## src/hdl/m3a_ram.sv

```systemverilog
// Generic RAM: one write port, two read ports with registered read data.
// No dependencies.
`default_nettype none
module m3a_ram #(
	parameter int WIDTH = 32,
	parameter int DEPTH = 9,
	localparam int AW = $clog2(DEPTH)
) (
	input  wire logic             clk,
	input  wire logic             we,
	input  wire logic [AW-1:0]    waddr,
	input  wire logic [WIDTH-1:0] wdata,
	input  wire logic [AW-1:0]    raddr0,
	input  wire logic [AW-1:0]    raddr1,
	output logic      [WIDTH-1:0] rdata0,
	output logic      [WIDTH-1:0] rdata1
);
	logic [WIDTH-1:0] mem_q [DEPTH];

	always_ff @(posedge clk) begin
		if (we)
			mem_q[waddr] <= wdata;
		rdata0 <= mem_q[raddr0];
		rdata1 <= mem_q[raddr1];
	end
endmodule
`default_nettype wire

```

## config.mk

```make
export PLATFORM = sky130hd
export DESIGN_NAME = m3a_ram
export DESIGN_NICKNAME = d
export VERILOG_FILES = /design/src/hdl/m3a_ram.sv
export SDC_FILE = /design/constraint.sdc
export NUM_CORES = 1
export LEC_CHECK = 0
export ABC_AREA = 1
export BUFFER_PORTS_ARGS = -buffer_cell sky130_fd_sc_hd__buf_2
export CORE_MARGIN = 1
export CORE_UTILIZATION = 57
export CTS_BUF_LIST = sky130_fd_sc_hd__clkbuf_8
export CTS_CLUSTER_SIZE = 14
export DETAILED_ROUTE_END_ITERATION = 8
export GPL_ROUTABILITY_DRIVEN = 0
export PLACE_DENSITY = 0.79
export SYNTH_ARGS = -nofsm -noshare
export SYNTH_HDL_FRONTEND = slang
export SYNTH_SLANG_ARGS = --single-unit
```

## constraint.sdc

```tcl
create_clock -name clk -period 2.45 [get_ports clk]
set_input_delay 0.49 -clock clk [delete_from_list [all_inputs] [get_ports clk]]
set_output_delay 0.49 -clock clk [all_outputs]
set_load 0.03 [all_outputs]
```

# == Word-level counts from Yosys, hierarchy flattened ==
# Memory sizes are Yosys's and may differ from the RTL's. A register that Yosys moved wholly into a read port is not among the register bits.
# Cells that the tools add are included.
# classes
n_reduce_logical,0
shifts,0
n_mul,0
magnitude_cmp,0
div,0
eq_ne,0
n_bitwise,0
muxes,2
add_sub_neg,0
# ops
operator,n
2-to-1 mux 1 bit,2
# word_totals
wordCells,3
output_inout_bits,64
memories,1
inputBits,46
reg_bits,0
ramBits,288
rom_bits,0
latchBits,0
# memory_table
name,words,width,read_ports,rd_clocked_by_memory_dff,write_ports,line_no,source
mem_q,9,32,2,2,1,18,logic [WIDTH-1:0] mem_q [DEPTH];

# == Logic depth before layout (Yosys ltp) ==
# depth
ltp_word,2
mapped_depth,8
ltp_nobuf,6

# == Least setup slack after synthesis ==
# No wires, ideal clock.
# synth_timing
path_kind,input -> register
from,input port waddr[3]
to,memory mem_q[0][0] (enable)
cell_stages,3
required_ns,2.029
arrival_ns,2.039
path_slack_ns,-0.010
setup_time_ns,0.421
path_buffers,0
cell_sequence,inv_1 nand3_1 nor2_1
# synth_rtl
item,line_no,source
start: declaration,11,"input wire logic [AW-1:0] waddr,"
end: declaration,18,
# No word-level cell before the write port.

# == Worst setup path in the final report ==
# layout_timing
from,"register rdata1[24], read port of mem_q"
to,output port rdata1[24]
# layout_rtl
item,line_no,source
start: declaration,16,output logic [WIDTH-1:0] rdata1
# No word-level cell between the ends.

==> metrics.csv <==
stage,metric,value,unit
logic_synthesis,synthXorXnorAreaFrac,0,%
clocking,cts_root_buf,clkbuf_8,
floorplanning,core,0.0279,sq mm
grt,grt_pass1_wl,66700,um
logic_synthesis,synth_compound_area_share,0,%
grt,overflow,0,
power_and_ir_drop,p_comb_share,10.5,%
critical_path,required,1960,ps
power_and_ir_drop,swShare,25.4,%
finish,layout_commonest_cell,nand2_1,
critical_path,cp.arrival,1210,ps
sta,setup_violations,0,
power_and_ir_drop,switching_power,3.30,mW
clocking,htreeDepth,2,
placement,dp.cells,2249,
finish,fin_nets,1974,
logic_synthesis,synth_fa_ha_area_share,0,%
finish,area_growth,12.7,%
clocking,postCtsResizedCells,0,
clocking,clk_path_buf_depth,3,
logic_synthesis,syn_inst,1834,
logic_synthesis,ys_ff_latch,352,
min_path,hp-class,in -> reg,
logic_synthesis,netlist.area_leader.share,53.2,%
clocking,clk_latency,590,ps
detailed_routing,wl_per_cell,18.0,um
finish,drive_gt1_share,12.2,%
critical_path,r2r_start,mem_q[1][17],
sta,holdWs,194,ps
detailed_routing,via_per_inst,5.63,
power_and_ir_drop,total_leakage_power,8.37,nW
critical_path,path_buf_inv,1,
detailed_routing,totalWireLength,42300,um
logic_synthesis,yosys.area.top_type,edfxtp_1,
logic_synthesis,synth_top_family_by_area,simple AND/OR/NAND/NOR gates,
floorplanning,dieArea,0.0292,sq mm
critical_path,startpoint,rdata1[24],
detailed_routing,first_iter_violations,1903,
critical_path,startpoint_type,flop,
power_and_ir_drop,p_per_area,707,mW/mm^2
clocking,clkTransAtPathRegs,70,ps
logic_synthesis,syn_avg_cell_area,8.87,sq um
grt,grt.busiest_layer,met2,
logic_synthesis,yosys.area_share.simple,28.9,%
logic_synthesis,synth_seq_area_share,61.1,%
clocking,cts_buffers,55,
run,maxCapViolations,0,
sta,fin_crit,1700,ps
grt,grtUsageTotal,29.7,%
floorplanning,rows,61,
placement,dpl-instance-area,0.0172,sq mm
critical_path,crit_fanout,1,
power_and_ir_drop,pwr-share-clk,37.8,%
grt,grt_pass1_vias,13200,
floorplanning,io_pins,110,
critical_path,endpoint_kind,output port,
logic_synthesis,synth_warnings,0,
logic_synthesis,synth.cell_area,0.0163,sq mm
floorplanning,initial_core_util,58.2,%
sta,max-slew-margin-rel,55.7,%
clocking,cts_tree,built,
sta,clock_skew,16.6,ps
sta,finalHoldViolCount,0,
grt,gr-usage-met2,50.1,%
grt,antenna_found_initial,2,
detailed_routing,vias,13300,
sta,drv_slew,0,
logic_synthesis,synth_area_leaders,"edfxtp_1 (53%), nand2_1 (15%), nand3_1 (14%)",
logic_synthesis,synth_cell_type_count,12,
min_path,hold_start,wdata[6],
power_and_ir_drop,internal_power,9.67,mW
sta,fin_crit_sh,69.6,%
placement,dpl_worst_slack,669,ps
critical_path,slowest_stage,dfxtp_1,
power_and_ir_drop,peakVddDrop,0.000376,V
grt,grt_max_degree,99,
finish,finalNonFillerCells,2353,
critical_path,r2r_slack,1370,ps
clocking,cts.sinks,352,
finish,final_cell_mix,"nand2_1 (644), nand3_1 (451), edfxtp_1 (288)",
detailed_routing,antenna_left,0,
floorplanning,die_x,171,um
floorplanning,die_y,171,um
critical_path,cp_cell_sequence,buf_2,
grt,grt_util_met1,37.5,%
sta,setup_ws,745,ps
power_and_ir_drop,pwr-share-seq,51.7,%
run_status,status,"complete, no violations",
clocking,postCtsSetupRepairBufs,0,
sta,rsz0062_at_grt,no,
sta,fmax,587,MHz
critical_path,path_class,reg -> out,
finish,design_area,0.0183,sq mm
placement,portBuffers,109,
clocking,hold_buffers,0,
sta,worst_pin_slew,665,ps
critical_path,crit_family,flip-flops,
power_and_ir_drop,p_total,13.0,mW
logic_synthesis,synthMuxAreaShare,0,%
logic_synthesis,syn_nets,1880,
grt,gr-usage-met3,4.79,%
detailed_routing,drc,0,
detailed_routing,drtPass1Iterations,6,
finish,fill_cells,2189,
placement,dp_hpwl,23800,um
critical_path,cpPeakStageDelay,400,ps
==> metrics by stage <==
step / setup TNS (ps) / util (%)
after floorplan: -1430 / -
after global placement: 0 / 61.6
after detailed placement: 0 / 61.6
after CTS: 0 / 65.6
after global routing: 0 / 65.6
final: 0 / 65.6
==> power by group through the flow <==
stage | Combinational [mW] | Sequential (mW) | Clock, mW
global route | 1.47 | 6.72 | 5.21
floorplan | 0.700 | 7.01 | 0
global placement | 1.30 | 6.83 | 0
finish | 1.36 | 6.70 | 4.91
CTS | 1.34 | 6.71 | 4.93
detailed placement | 1.33 | 6.83 | 0
==> routing by layer <==
layer  part of all wire [%]  vias up
met5                  0.026        -
met4                    3.7        2
met3                     10      159
met2                     49      869
met1                     37     6116
li1                       -     6111
==> final timing paths <==
| path | to | cells after the start |
|---|---|---|
| setup reg to reg | rdata1[17] | 6 |
| hold / removal | mem_q[4][6] | 1 |
| hold reg to reg | rdata0[10] | 2 |
| setup / recovery | rdata1[24] | 1 |
==> registers in the layout, indices dropped and copies added, names as in the netlist <==
name,count
mem_q,288
rdata0,32
rdata1,32
==> area by class of cell <==
cell class / instances / area (sq um) / share of cell area (%)
Sequential cell: 352 / 9930 / 54.2
Multi-Input combinational cell: 1104 / 4780 / 26.0
Timing Repair Buffer: 147 / 1020 / 5.58
Inverter: 268 / 1010 / 5.50
Clock buffer: 69 / 950 / 5.18
Tap cell: 378 / 473 / 2.58
Clock inverter: 34 / 171 / 0.935
Antenna cell: 1 / 2.50 / 0.0136
==> cells by family after synthesis <==
family                 count (synthesis)
buffers and inverters                378
AND/OR/NAND/NOR                     1104
flip-flops                           352
==> cell usage after synthesis (all sizes together) <==
cell	n
clkbuf	23
inv	268
dfxtp	64
nand2	644
nand3	451
edfxtp	288
buf	87
nor2	9
No activity file was read; power rests on OpenSTA's default activity.
