**src/hdl/m3a_pkg.sv**
```systemverilog
// Package for the 3x3 matrix arithmetic unit: widths, operation codes,
// index tables and the saturation helper. No dependencies.
`default_nettype none
package m3a_pkg;
	localparam int EW = 32;                  // element width
	localparam int FB = 16;                  // fraction bits
	localparam int ACC_W = 2 * EW + 3;       // exact sum of three products
	localparam int DVD_W = EW + FB;          // divider dividend width
	localparam int QUO_W = DVD_W + 1;        // signed quotient

	localparam logic [1:0] REQ_LOAD_A = 2'd0;
	localparam logic [1:0] REQ_LOAD_B = 2'd1;
	localparam logic [1:0] REQ_RUN    = 2'd2;

	localparam logic [3:0] OP_ADD  = 4'd0;
	localparam logic [3:0] OP_SUB  = 4'd1;
	localparam logic [3:0] OP_MUL  = 4'd2;
	localparam logic [3:0] OP_DET  = 4'd3;
	localparam logic [3:0] OP_INV  = 4'd4;
	localparam logic [3:0] OP_TRN  = 4'd5;
	localparam logic [3:0] OP_ADDS = 4'd6;
	localparam logic [3:0] OP_SUBS = 4'd7;
	localparam logic [3:0] OP_MULS = 4'd8;
	localparam logic [3:0] OP_DIVS = 4'd9;

	localparam logic [1:0] ST_OK  = 2'd0;
	localparam logic [1:0] ST_DZ  = 2'd1;
	localparam logic [1:0] ST_SAT = 2'd2;

	localparam logic signed [ACC_W-1:0] SAT_HI =
		ACC_W'((64'sd1 <<< (EW - 1)) - 64'sd1);
	localparam logic signed [ACC_W-1:0] SAT_LO = -SAT_HI - ACC_W'(1);

	typedef struct packed {
		logic signed [EW-1:0] val;
		logic                 ovf;
	} sat_t;

	typedef struct packed {
		logic [3:0] a;
		logic [3:0] b;
		logic [3:0] c;
		logic [3:0] d;
	} cof_t;

	function automatic sat_t sat_fn(input logic signed [ACC_W-1:0] x);
		sat_t r;
		if (x > SAT_HI) begin
			r.val = SAT_HI[EW-1:0];
			r.ovf = 1'b1;
		end else if (x < SAT_LO) begin
			r.val = SAT_LO[EW-1:0];
			r.ovf = 1'b1;
		end else begin
			r.val = x[EW-1:0];
			r.ovf = 1'b0;
		end
		return r;
	endfunction

	// first element of the row of i
	function automatic logic [3:0] row_fn(input logic [3:0] i);
		case (i)
			4'd0, 4'd1, 4'd2: row_fn = 4'd0;
			4'd3, 4'd4, 4'd5: row_fn = 4'd3;
			default:          row_fn = 4'd6;
		endcase
	endfunction

	function automatic logic [3:0] col_fn(input logic [3:0] i);
		case (i)
			4'd0, 4'd3, 4'd6: col_fn = 4'd0;
			4'd1, 4'd4, 4'd7: col_fn = 4'd1;
			default:          col_fn = 4'd2;
		endcase
	endfunction

	function automatic logic [3:0] trn_fn(input logic [3:0] i);
		case (i)
			4'd1:    trn_fn = 4'd3;
			4'd2:    trn_fn = 4'd6;
			4'd3:    trn_fn = 4'd1;
			4'd5:    trn_fn = 4'd7;
			4'd6:    trn_fn = 4'd2;
			4'd7:    trn_fn = 4'd5;
			default: trn_fn = i;
		endcase
	endfunction

	// adjugate element i = A[a]*A[b] - A[c]*A[d]
	function automatic cof_t cof_fn(input logic [3:0] i);
		case (i)
			4'd0:    cof_fn = '{4'd4, 4'd8, 4'd5, 4'd7};
			4'd1:    cof_fn = '{4'd2, 4'd7, 4'd1, 4'd8};
			4'd2:    cof_fn = '{4'd1, 4'd5, 4'd2, 4'd4};
			4'd3:    cof_fn = '{4'd5, 4'd6, 4'd3, 4'd8};
			4'd4:    cof_fn = '{4'd0, 4'd8, 4'd2, 4'd6};
			4'd5:    cof_fn = '{4'd2, 4'd3, 4'd0, 4'd5};
			4'd6:    cof_fn = '{4'd3, 4'd7, 4'd4, 4'd6};
			4'd7:    cof_fn = '{4'd1, 4'd6, 4'd0, 4'd7};
			default: cof_fn = '{4'd0, 4'd4, 4'd1, 4'd3};
		endcase
	endfunction
endpackage
`default_nettype wire

```
**src/hdl/m3a_div.sv**
```systemverilog
// Restoring divider, one quotient bit per cycle: (num * 2^FB) / den,
// truncated toward zero. Depends on m3a_pkg.
`default_nettype none
module m3a_div import m3a_pkg::*; (
	input  wire logic                    clk,
	input  wire logic                    arst_n,
	input  wire logic                    start,
	input  wire logic signed [EW-1:0]    num,
	input  wire logic signed [EW-1:0]    den,
	output logic                         done,
	output logic signed [QUO_W-1:0]      quo
);
	localparam int CW = $clog2(DVD_W + 1);

	logic [DVD_W-1:0] dvd_q;
	logic [EW-1:0]    dvs_q;
	logic [EW-1:0]    rem_q;
	logic             neg_q;
	logic [CW-1:0]    cnt_q;
	logic             busy_q;
	logic [EW:0]      trial;
	logic             fit;
	logic [EW-1:0]    num_mag;
	logic [EW-1:0]    den_mag;

	assign num_mag = num[EW-1] ? EW'(-num) : EW'(num);
	assign den_mag = den[EW-1] ? EW'(-den) : EW'(den);
	assign trial   = {rem_q, dvd_q[DVD_W-1]};
	assign fit     = trial >= {1'b0, dvs_q};

	always_ff @(posedge clk or negedge arst_n) begin
		if (!arst_n) begin
			busy_q <= 1'b0;
			done   <= 1'b0;
			cnt_q  <= '0;
		end else begin
			done <= 1'b0;
			if (start) begin
				busy_q <= 1'b1;
				cnt_q  <= CW'(DVD_W);
			end else if (busy_q) begin
				cnt_q <= cnt_q - CW'(1);
				if (cnt_q == CW'(1)) begin
					busy_q <= 1'b0;
					done   <= 1'b1;
				end
			end
		end
	end

	// quotient bits shift in where dividend bits leave
	always_ff @(posedge clk) begin
		if (start) begin
			dvd_q <= DVD_W'(num_mag) << FB;
			dvs_q <= den_mag;
			rem_q <= '0;
			neg_q <= num[EW-1] ^ den[EW-1];
		end else if (busy_q) begin
			rem_q <= fit ? EW'(trial - {1'b0, dvs_q}) : trial[EW-1:0];
			dvd_q <= {dvd_q[DVD_W-2:0], fit};
		end
	end

	assign quo = neg_q ? -$signed({1'b0, dvd_q}) : $signed({1'b0, dvd_q});
endmodule
`default_nettype wire

```
**config.mk**
```make
export PLATFORM = sky130hd
export DESIGN_NAME = m3a_div
export DESIGN_NICKNAME = d
export VERILOG_FILES = /design/src/hdl/m3a_pkg.sv /design/src/hdl/m3a_div.sv
export SDC_FILE = /design/constraint.sdc
export NUM_CORES = 1
export LEC_CHECK = 0
export BUFFER_PORTS_ARGS = -buffer_cell sky130_fd_sc_hd__buf_2
export CAP_MARGIN = 20
export CELL_PAD_IN_SITES_DETAIL_PLACEMENT = 1
export CELL_PAD_IN_SITES_GLOBAL_PLACEMENT = 2
export CORE_MARGIN = 4
export CORE_UTILIZATION = 36
export CTS_CLUSTER_DIAMETER = 80
export DETAILED_ROUTE_END_ITERATION = 12
export GPL_ROUTABILITY_DRIVEN = 0
export PLACE_DENSITY_LB_ADDON = 0.1
export SYNTH_ARGS = -nofsm -noshare
export SYNTH_HDL_FRONTEND = slang
export SYNTH_SLANG_ARGS = --single-unit
```
**constraint.sdc**
```tcl
create_clock -name clk -period 3.96 [get_ports clk]
set_input_delay 0 -clock clk [delete_from_list [all_inputs] [get_ports clk]]
set_output_delay 0 -clock clk [all_outputs]
set_load 0.02 [all_outputs]
```
* Word level (Yosys, flattened, before mapping)
Cells that the tools add are included.
Word-level totals: word-level logic and storage cells 32, flip-flop bits (word level) 121
Cells by class: eq/ne operators 1, mux-type cells 14, magnitude comparators 1, add/sub/neg operators 5, reduce and logical (&&, ||, !) cells 1, bitwise operators 1
Operator list (number):
- 2-to-1 mux 48 bit | 2
- 2-to-1 mux 32 bit | 2
- negator 32 bit | 2
- 2-to-1 mux 49 bit | 1
- negator 48 -> 49 bit | 1
- greater-or-equal comparator 33 x 32 -> 1 bit | 1
- subtractor 32 bit | 1
- 2-to-1 mux 31 bit | 1
- 2-to-1 mux 6 bit | 2
- == test 6 x 1 -> 1 bit, second input constant | 1
- 2-to-1 mux 1 bit | 6
- subtractor 6 x 1 -> 6 bit, second input constant | 1
- nonzero test 2 bit | 1
- XOR 1 bit | 1

* Logic depth before layout (Yosys ltp)
Gate-level depths: netlist (run 1).
word-level depth 4, mapped depth 14, mapped depth without buffers 12

* Worst setup path before layout (run 1)
Ideal clock, no wire load.
path type register -> register, from reg dvd_q[47], to reg rem_q[30], path buffers 0, data arrival time 3.025 ns, slack 0.789 ns, stages on the path, launching flop included 13, cells stage by stage edfxtp_1 -> inv_1 -> ha_1 -> fa_1 -> nor2b_1 -> o31ai_1 -> a2111oi_0 -> o22ai_1 -> o31a_1 -> or4_1 -> a41oi_1 -> mux2i_1 -> a311oi_1
Between the ends: word-level cells in the longest chain between the ends 2
Ends and longest elaborated chain:
- start, declared | line m3a_div.sv:15 | logic [DVD_W-1:0] dvd_q;
- start signal, assigned | line m3a_div.sv:54 | dvd_q <= DVD_W'(num_mag) << FB;
- start signal, assigned | line m3a_div.sv:60 | dvd_q <= {dvd_q[DVD_W-2:0], fit};
- subtractor 32 bit / greater-or-equal comparator 33 x 32 -> 1 bit (equally long branches) | line m3a_div.sv:59, m3a_div.sv:29
- 2-to-1 mux 32 bit * | line m3a_div.sv:59 | rem_q <= fit ? EW'(trial - {1'b0, dvs_q}) : trial[EW-1:0];
- end signal, assigned | line m3a_div.sv:59
- end, declared | line m3a_div.sv:17 | logic [EW-1:0] rem_q;
Mark *: on every way between the ends. The rest lies on a longest branch, timed or not. A chain may end at the register's enable or synchronous reset.

* Worst setup path in the final report (run 1)
from reg dvd_q[30], to out quo[47]
Between the ends: word-level cells in the longest chain between the ends 2
Ends and longest elaborated chain:
- negator 48 -> 49 bit | line m3a_div.sv:64 | assign quo = neg_q ? -$signed({1'b0, dvd_q}) : $signed({1'b0, dvd_q});
- 2-to-1 mux 49 bit | line m3a_div.sv:64
- end, declared | line m3a_div.sv:11 | output logic signed [QUO_W-1:0] quo
Every way passes these cells.

==> results of run 1 <==
==> power by group <==
part           internal (uW)  switching (uW)  leakage [uW]
logic                    349             485       0.00301
registers               1430            85.9       0.00116
clock network            942             598      0.000292
total                   2730            1170       0.00446
==> cell families after synthesis <==
group | synth area share, %
simple gates | 16.1
fa+ha+maj | 5.59
buf+inv | 4.45
flops | 36.1
mux | 3.15
compound gates | 21.3
xor+xnor | 13.4
==> synthesized netlist by cell type, drive strengths merged, types with 2 or more instances <==
master and instances:
nand2 78, buf 5, o211ai 2, and2 2
o31ai 33, dfxtp 48, dfrtp 8, or2 2
o21ba 3, nand2b 15, a32oi 6, xnor2 109
nand3b 2, o41ai 15, or3 16, clkbuf 46
xor2 23, nand4b 3, a22o 32, nor3 25
inv 50, o21ai 58, o21bai 5, nor2b 7
ha 37, a31oi 4, a21o 16, nor2 85
a21boi 3, a21oi 43, a221oi 2, a41oi 2
nor4 6, o21a 7, a311oi 3, o31a 2
mux2i 26, nand3 7, a211oi 24, or4 15
and3 2, edfxtp 65, nand4 11
==> flip-flops by register name, summed over array words and instances, names as in the netlist <==
signal / cells
rem_q: 32
neg_q: 1
dvd_q: 48
done: 1
dvs_q: 32
busy_q: 1
cnt_q: 6
==> worst max-delay path by stage <==
stage | startpoint | endpoint | slack, ns | cells after the start
final | dvd_q[30] | quo[47] | 0.18 | 10
after global routing | dvd_q[14] | quo[37] | 0.005 | 10
after CTS | dvd_q[15] | quo[37] | 0.05 | 10
after detailed placement | dvd_q[47] | rem_q[30] | 0.39 | 12
after global placement | dvd_q[30] | quo[47] | 0.42 | 10
after floorplan | dvd_q[47] | rem_q[30] | 0.79 | 12
==> layer usage <==
metal | GRT usage (%) | routed length (um) | vias up
li1 | - | - | 3807
met1 | 26.5 | 12300 | 3715
met2 | 32.3 | 12100 | 107
met3 | 3.21 | 702 | 21
met4 | 4.27 | 291 | 0
met5 | 0 | 0 | -
==> stage by stage <==
stage	setup WS [ns]	hold slack, ns
5_1_grt	0.00526	0.0321
6_report	0.176	0.0178
3_3_place_gp	0.420	-0.149
4_1_cts	0.0466	0.00987
3_5_place_dp	0.392	-0.147
2_1_floorplan	0.789	-0.296
==> layout make-up <==
type / count / area [um^2]
multi-input combinational: 743 / 5170
clock buffer: 25 / 533
sequential: 121 / 3110
inverter: 50 / 188
fill: 2799 / 13000
tap: 319 / 399
timing repair buffer: 172 / 1120
clock inverter: 7 / 52.6
==> what timing repair did <==
action                                  in CTS  in global routing
endpoints found under the setup margin       1                  4
gates resized for setup                      2                  5
buffers inserted                             0                  4
endpoints found under the hold margin       51                  0
hold buffers                                39                  0
==> worst max-delay path: stages, from the launching register on <==
cell	delay, ns
edfxtp_1	0.43
or4_4	0.59
nor3_2	0.15
nand2_1	0.13
or4_4	0.44
or3_1	0.35
or3_1	0.36
or3_1	0.38
o21ai_2	0.19
xnor2_2	0.15
buf_4	0.18
==> key figures, run 1 <==
Run status
  – Status: completed

Routing
  – Avg WL per Cell: 17.7 um
  – Post-DRT Antenna Nets: 0
  – Initial DRT Pass Iterations: 4
  – Routed vias: 7650
  – DRC: 0
  – Vias per inst: 5.32
  – Iter 0 DRT Violations: 326
  – DRT Wirelength: 25400 um

Clock network
  – CTS root buf: clkbuf_16
  – Number of CTS-inserted buffers: 17
  – CTS tree: yes
  – Reg clk slew, reported paths: 0.06 ns
  – Clock latency on the worst-skew pair: 0.42 ns
  – CTS sink cnt: 121
  – Clock Path Buffers: 2
  – Htree depth: 4

Logic synthesis
  – Synth async-reset ratio: 6.61%
  – Gate Count Post-Synth: 965
  – Mapped Area: 8630 um^2
  – Synth area leaders: edfxtp_1 (23%), dfxtp_1 (11%), xnor2_1 (11%), ha_1 (5.4%), nor2_1 (3.7%)
  – Yosys warns: 0
  – Synth top area share: 22.6%
  – Syn Nets: 1070
  – Mean Syn Cell Area: 8.95 um^2
  – Post-synthesis sequential area ratio: 36.1%
  – Synth Flop Type: edfxtp_1
  – Number of synthesized flops with an enable pin: 65
  – Synth area leader: edfxtp_1
  – #FFs+latches synth: 121
  – Count of cell types in the netlist: 64

Final layout
  – Commonest non-fill, non-tap cell in the layout: buf_2
  – Final core occ: 44.9%
  – Area grow syn2layout: 22.5%
  – Highest-count cells in the layout ignoring fill and taps: buf_2 (114), xnor2_1 (108), nor2_1 (84), nand2_1 (78), edfxtp_1 (65)
  – Post-layout instance area: 10600 um^2
  – Final cell count without fillers: between 1k and 1.5k
  – Layout cells sized above 1: 16.9%
  – Nets: ~1.2k
  – N_diodes: 0

Critical path
  – R2r setup slk: 0.38 ns
  – Critical Path RT: 3.96 ns
  – Reg2reg start: dvd_q[47]
  – Crit start category: flip-flop
  – Arr. time, crit path: between 3 and 4 ns
  – Critical path peak fanout: 4
  – Worst Setup End Kind: primary output
  – Critical R2R Capture: rem_q[30]
  – CP Class: flip-flop to primary output
  – Reg2Reg Depth: 12

Job
  – Max Cap Violations: 0

Die
  – Core area: 23500 um^2
  – Site Rows: 56
  – IO Pins: 117
  – Die Y: 163 um
  – Initial Util: 36.7%
  – Die area: 26500 um^2
  – Die X: 163 um

STA
  – RSZ-0062 raised after global routing: no
  – Period utilization: 95.6%
  – Fin Setup TNS: 0 ns
  – Finish-stage setup viols: 0
  – Final clock skew: 0.0134 ns
  – Slew @ Worst Pin: 0.827 ns
  – Endpoints failing hold: 0
  – Highest Clock Rate: 0.264 GHz
  – Min Tclk post-route: 3.78 ns
  – Final count of pins violating max slew: 0
  – Max-slew headroom: between 40% and 50%

Hold path
  – Hold Path Origin: num[18]
  – Hold-critical path depth: 3
  – Hold Path End: dvd_q[34]
  – Worst hold path type: input port to flip-flop

Power
  – Pwr dens: 368 nW/um^2
  – Peak supply drop: 220 uV
  – Power Total: roughly 3900 uW
  – Leakage: 0.00446 uW

Placement
  – Hpwl dp: 18600 um
  – Area after DPL: about 9500 um^2
  – Input/output buffers: 116
  – # placed instances: 1362

GRT
  – Initial antenna violation count: 0
  – Grt ovf: 0
  – Largest net degree at the start of global routing: 58
  – First-pass GRT wire length: 41500 um
  – Gr usage total: roughly a fifth
  – Vias in the first global route: around 7.8k
No activity file was read; power rests on OpenSTA's default activity.
==> run 2: changes to the inputs <==
Settings changed: ABC_AREA set to 1, CORE_UTILIZATION 36 to 33.
==> run 2 against run 1 <==
Compared with the run above: register-to-register slack gained 0.83 ns; critical path depth grew 3; largest power group unchanged; synthesized area grew 20%; critical path type unchanged; clock power grew 6%; global-route usage grew 3.4 points; largest cell class unchanged; highest routed layer unchanged; via count grew 40%; sequential share of layout area shrank 4.3 points; cell count grew 51%; worst hold slack gained 0.0034 ns; utilization shrank 4.8 points.
==> key figures, run 2 <==
Die
  – Die X: 185 um
  – Die Y: 185 um
  – Core area: 30800 um^2
  – Initial Util: 33.7%
  – IO Pins: approximately 120
  – Die area: 34400 um^2
  – Site Rows: 64

Logic synthesis
  – Yosys warns: 0
  – Mapped Area: 10400 um^2
  – Synth top area share: 18.8%
  – Synth async-reset ratio: 6.61%
  – Synth area leader: edfxtp_1
  – Most frequent cell after synthesis: nand2_1
  – Post-synthesis sequential area ratio: ~30%
  – Mean Syn Cell Area: 6.45 um^2
  – List of most frequent post-synthesis cells: nand2_1 (512), inv_1 (265), nor2_1 (154), nand3_1 (103), edfxtp_1 (65)
  – #FFs+latches synth: 121
  – Count of cell types in the netlist: 49
  – Syn Nets: approximately 1.7k
  – Synth Flop Type: edfxtp_1
  – Synth area leaders: edfxtp_1 (19%), nand2_1 (18%), inv_1 (9.6%), dfxtp_1 (9.2%), nor2_1 (5.6%)
  – Number of synthesized flops with an enable pin: 65
  – Gate Count Post-Synth: between 1.5k and 2k

STA
  – Final count of pins violating max slew: 0
  – Endpoints failing hold: 0
  – Min Tclk post-route: about 2.8 ns
  – Finish-stage setup viols: 0
  – Fin Setup TNS: 0 ns
  – Max-slew headroom: 33.0%
  – Highest Clock Rate: 0.357 GHz
  – Slew @ Worst Pin: 1.00 ns
  – Period utilization: 70.8%
  – Final clock skew: between 0.009 and 0.01 ns
  – RSZ-0062 raised after global routing: no

Placement
  – Input/output buffers: 116
  – # placed instances: approximately 2.1k
  – Hpwl dp: slightly above 30000 um
  – Area after DPL: approximately 11000 um^2

Final layout
  – Highest-count cells in the layout ignoring fill and taps: nand2_1 (512), inv_1 (265), nor2_1 (152), buf_2 (116), nand3_1 (103)
  – Most flops, register: dvd_q
  – Biggest regs: dvd_q x48, dvs_q x32, rem_q x32
  – N_diodes: 0
  – Post-layout instance area: 12400 um^2
  – Area grow syn2layout: 18.9%
  – Largest register FFs: 48
  – Commonest non-fill, non-tap cell in the layout: nand2_1
  – Final cell count without fillers: 2167
  – Nets: 1863
  – Layout cells sized above 1: 12.1%

Critical path
  – CP Class: flip-flop to primary output
  – Slowest stage delay, CP: 0.38 ns
  – CP Cell Sequence: inv_1, ha_1, nand3_2, nor2_4, nand2_2, nor2_2, nand2_1, o21ai_4, nand2_2, a21oi_1, nand2_1, nand2_1, buf_2
  – CP dominant cell by count: nand2_1
  – Worst Setup End Kind: primary output
  – Arr. time, crit path: 2.80 ns
  – Crit start category: flip-flop
  – Critical path peak fanout: 5
  – Critical Path RT: 3.96 ns
  – CP max stage cell: dfxtp_1

GRT
  – First-pass GRT wire length: 60900 um
  – Vias in the first global route: 11.1k
  – Largest net degree at the start of global routing: 51
  – Grt ovf: 0
  – Gr usage total: 22.8%
  – Initial antenna violation count: 0

Clock network
  – # hold bufs at CTS: 39
  – Htree depth: 4
  – CTS tree: yes
  – Setup Buffers After CTS: 0
  – Number of CTS-inserted buffers: 17
  – Clock latency on the worst-skew pair: 0.44 ns
  – CTS root buf: clkbuf_16
  – CTS sink cnt: 121
  – Post-CTS sizing: 0
  – Reg clk slew, reported paths: approximately 0.06 ns
  – Clock Path Buffers: 2

Hold path
  – Worst hold path type: input port to flip-flop

Routing
  – Post-DRT Antenna Nets: 0
  – DRC: 0
  – Routed vias: approximately 11k
  – Avg WL per Cell: 17.8 um
  – Iter 0 DRT Violations: 610
  – DRT Wirelength: 38500 um
  – Initial DRT Pass Iterations: 7
  – Vias per inst: 4.94

Run status
  – Status: completed

Power
  – Power Total: 4100 uW
  – Leakage: 0.00635 uW
  – Peak supply drop: 297 uV
  – Pwr dens: 331 nW/um^2

Job
  – Max Cap Violations: 0
## run 2: final cells by class
| cell class | instances | area [um^2] |
|---|---|---|
| fill | 4068 | 18500 |
| multi-input combinational | 1182 | 6090 |
| sequential | 121 | 3110 |
| timing repair buffer | 162 | 1040 |
| inverter | 274 | 1030 |
| tap | 396 | 495 |
| clock buffer | 19 | 464 |
| clock inverter | 13 | 140 |
## run 2: power by group
group	internal, uW	leakage (uW)	switching [uW]	total [uW]
registers	1420	0.00115	74.7	1500
logic	314	0.00491	646	960
clock network	984	0.000289	656	1640
total	2720	0.00635	1380	4100
## run 2: kinds of logic (layout without fill, tap and decap cells)
logic type               after synthesis  after routing  synth area share [%]
AND/OR/NAND/NOR                      903            903                  38.0
buffers and inverters                310            468                  11.7
AO/OA/AOI/OAI                        157            157                  8.64
flip-flops                           121            121                  29.9
XOR/XNOR                              84             84                  7.08
adder cells (fa/ha/maj)               38             38                  4.65
## run 2: final timing paths
path                       cells after the start       from  slack, ns         to
hold reg to reg                                2   rem_q[2]       0.48   rem_q[2]
setup reg to reg                              15  rem_q[17]       1.21  rem_q[23]
max in group asynchronous                      3     arst_n       3.17   cnt_q[4]
setup / recovery                              13   dvd_q[0]       1.16    quo[36]
min in group asynchronous                      3     arst_n       0.53   cnt_q[5]
hold / removal                                 3    num[10]       0.02  dvd_q[26]
## run 2: critical path, delay by kind of cell, from the launching register on
| family | cells | cell delay, ns |
|---|---|---|
| AND/OR/NAND/NOR | 8 | 0.96 |
| buffers and inverters | 2 | 0.39 |
| flip-flops | 1 | 0.38 |
| AO/OA/AOI/OAI | 2 | 0.37 |
| adder cells (fa/ha/maj) | 1 | 0.26 |
## run 2: per-layer routing
| layer | up-vias | global-route usage [%] | part of all wire, % |
|---|---|---|---|
| met1 | 5101 | 33.2 | 50 |
| li1 | 5416 | - | - |
| met4 | 0 | 5.64 | 1.7 |
| met3 | 28 | 3.50 | 3.7 |
| met2 | 164 | 35.5 | 44 |
| met5 | - | 0 | 0 |
## run 2: per-stage QoR
step                      utilization [%]  setup slack (ns)  hold WS (ns)
after floorplan                         -              1.84        -0.296
after global placement               36.8              1.27        -0.143
after detailed placement             36.8              1.20        -0.141
after CTS                            40.0              1.18       0.00253
after global routing                 40.1             0.903        0.0293
final                                40.1              1.16        0.0212
==> run 3: changes to the inputs <==
Settings changed: ABC_AREA 1 to 0, CORE_UTILIZATION 33 to 36.
Clock period 3.96 ns to 2.9 ns, I/O delays scaled along.
==> run 3 against run 2 <==
Compared with the run above: the flow now finishes with violations (setup timing); sequential power increased by 38%; first-iteration DRC count decreased by 34%; combinational power increased by 58%; total power increased by 40%; clock skew decreased by 0.0019 ns; largest cell class unchanged.
==> key figures, run 3 (synthesis results as in run 1) <==
Run status
  – Status: finished with violations
  – Violated checks: setup timing

STA
  – Final clock skew: 0.00744 ns
  – Slew @ Worst Pin: 0.715 ns
  – Period utilization: 123%
  – Finish-stage setup viols: 35
  – Min Tclk post-route: roughly 3.6 ns
  – RSZ-0062 raised after global routing: yes
  – Post-route setup slack: -0.662 ns
  – Endpoints failing hold: 0
  – Highest Clock Rate: 0.281 GHz
  – Max-slew headroom: 52.3%
  – Hold WS: 0.00246 ns
  – Final count of pins violating max slew: 0

Power
  – Sw power: 1860 uW
  – Leakage: between 0.005 and 0.006 uW
  – Sequential Power Share: a little over a third
  – Sw Share: 32.3%
  – Power share of the combinational group: 26.4%
  – Clock share of power: 37.5%
  – Pint: 3900 uW
  – Power Total: 5750 uW
  – Pwr dens: 458 nW/um^2
  – Peak supply drop: 272 uV

Final layout
  – Area occupied by multi-input gates: 5950 um^2
  – Nets: 1347
  – Highest-count cells in the layout ignoring fill and taps: buf_4 (162), xnor2_1 (102), buf_2 (90), nor2_1 (81), nand2_1 (72)
  – Final core occ: 53.4%
  – Layout cells sized above 1: 34.1%
  – N_diodes: 0
  – FF/Latch Area: about 3100 um^2
  – Largest register FFs: 48
  – Biggest regs: dvd_q x48, dvs_q x32, rem_q x32
  – Most flops, register: dvd_q
  – Filler cells: 2746
  – Area grow syn2layout: 45.6%
  – Commonest non-fill, non-tap cell in the layout: buf_4
  – Post-layout instance area: 12600 um^2

Clock network
  – Htree depth: 4
  – Number of CTS-inserted buffers: 17
  – CTS sink cnt: between 100 and 150
  – Clock Path Buffers: 2
  – Reg clk slew, reported paths: about 0.070 ns
  – Clock latency on the worst-skew pair: 0.42 ns
  – CTS tree: yes
  – CTS root buf: clkbuf_16

Routing
  – DRC: 0
  – DRT Wirelength: 29400 um
  – Vias per inst: about 5.3
  – Post-DRT Antenna Nets: 0
  – Avg WL per Cell: between 15 and 20 um
  – Routed vias: 8324
  – Iter 0 DRT Violations: 400
  – Initial DRT Pass Iterations: 4

Critical path
  – CP Class: flip-flop to primary output
  – Crit start category: flip-flop
  – Arr. time, crit path: 3.56 ns
  – Critical path peak fanout: 2
  – Critical Path RT: 2.90 ns
  – Worst Setup End Kind: primary output

Placement
  – Input/output buffers: 116
  – Area after DPL: 10500 um^2
  – Hpwl dp: ~20000 um
  – Post-Place Setup Slack: -0.314 ns

GRT
  – First-pass GRT wire length: 45800 um
  – Grt ovf: 0
  – Vias in the first global route: 8655
  – Largest net degree at the start of global routing: between 50 and 60
  – Gr usage total: 21.4%
  – Initial antenna violation count: 0

Die
  – Die Y: 163 um
  – Initial Util: 36.7%
  – Die area: 26500 um^2
  – Core area: 23500 um^2
  – IO Pins: 117
  – Site Rows: 56
  – Die X: 163 um

Hold path
  – Worst hold path type: input port to flip-flop

Job
  – Max Cap Violations: 0
run 3: cell count changes in the layout (fill, tap and decap cells not counted), sizes merged, moves of 78 or more:
cell   change
xnor2     +86
nand2    -449
nor2      -78
inv      -213
nand3    -107
buf      +149
run 3: through the flow:
stage	setup TNS, ns	instances
2_1_floorplan	-0.410	965
3_3_place_gp	-1.42	1480
3_5_place_dp	-3.71	1480
4_1_cts	-7.85	1555
5_1_grt	-12.45	1574
6_report	-8.09	1574
run 3: critical path, cell delays in order (launching register included):
cell and delay [ns]:
edfxtp_1 0.39, or4_4 0.58, nor3_4 0.17, nand2_2 0.09, or4_4 0.43, or3_1 0.35, or3_4 0.36, or3_4 0.35
o21ai_2 0.13, xnor2_1 0.13, buf_4 0.16
run 3: cell type report:
type | count | area share, %
multi-input combinational | 743 | 47.3
sequential | 121 | 24.8
timing repair buffer | 309 | 18.5
clock buffer | 19 | 3.78
tap | 319 | 3.18
inverter | 50 | 1.49
clock inverter | 13 | 0.906
run 3: what timing repair did:
item	in CTS	in global routing
hold endpoints to repair	41	0
setup buffers	8	20
pin swaps	30	35
setup endpoints to repair	53	59
cloned	0	2
hold buffers	35	0
resized for setup	118	74
run 3: routing by layer:
layer	up-vias	GRT usage, %	part of all wire (%)
li1	4082	-	-
met1	4107	27.5	45
met2	109	37.9	51
met3	26	3.16	2.8
met4	0	5.22	1.5
met5	-	0	0
run 3: power by group through the flow:
| stage | clock network, uW | registers [uW] | logic [uW] |
|---|---|---|---|
| 2_1_floorplan | 0 | 2070 | 744 |
| 3_3_place_gp | 0 | 2090 | 1240 |
| 3_5_place_dp | 0 | 2090 | 1250 |
| 4_1_cts | 2190 | 2070 | 1440 |
| 5_1_grt | 2280 | 2090 | 1640 |
| 6_report | 2160 | 2070 | 1520 |
run 3: final timing paths:
check                          start  cells past startpoint  slack, ns   endpoint
hold reg to reg             rem_q[8]                      2       0.51   rem_q[8]
setup reg to reg           dvd_q[47]                     12      -0.26  rem_q[30]
min in group asynchronous     arst_n                      3       0.55       done
max in group asynchronous     arst_n                      3       2.06     busy_q
hold / removal                den[1]                      3      0.002   dvs_q[3]
setup / recovery           dvd_q[27]                     10      -0.66    quo[47]
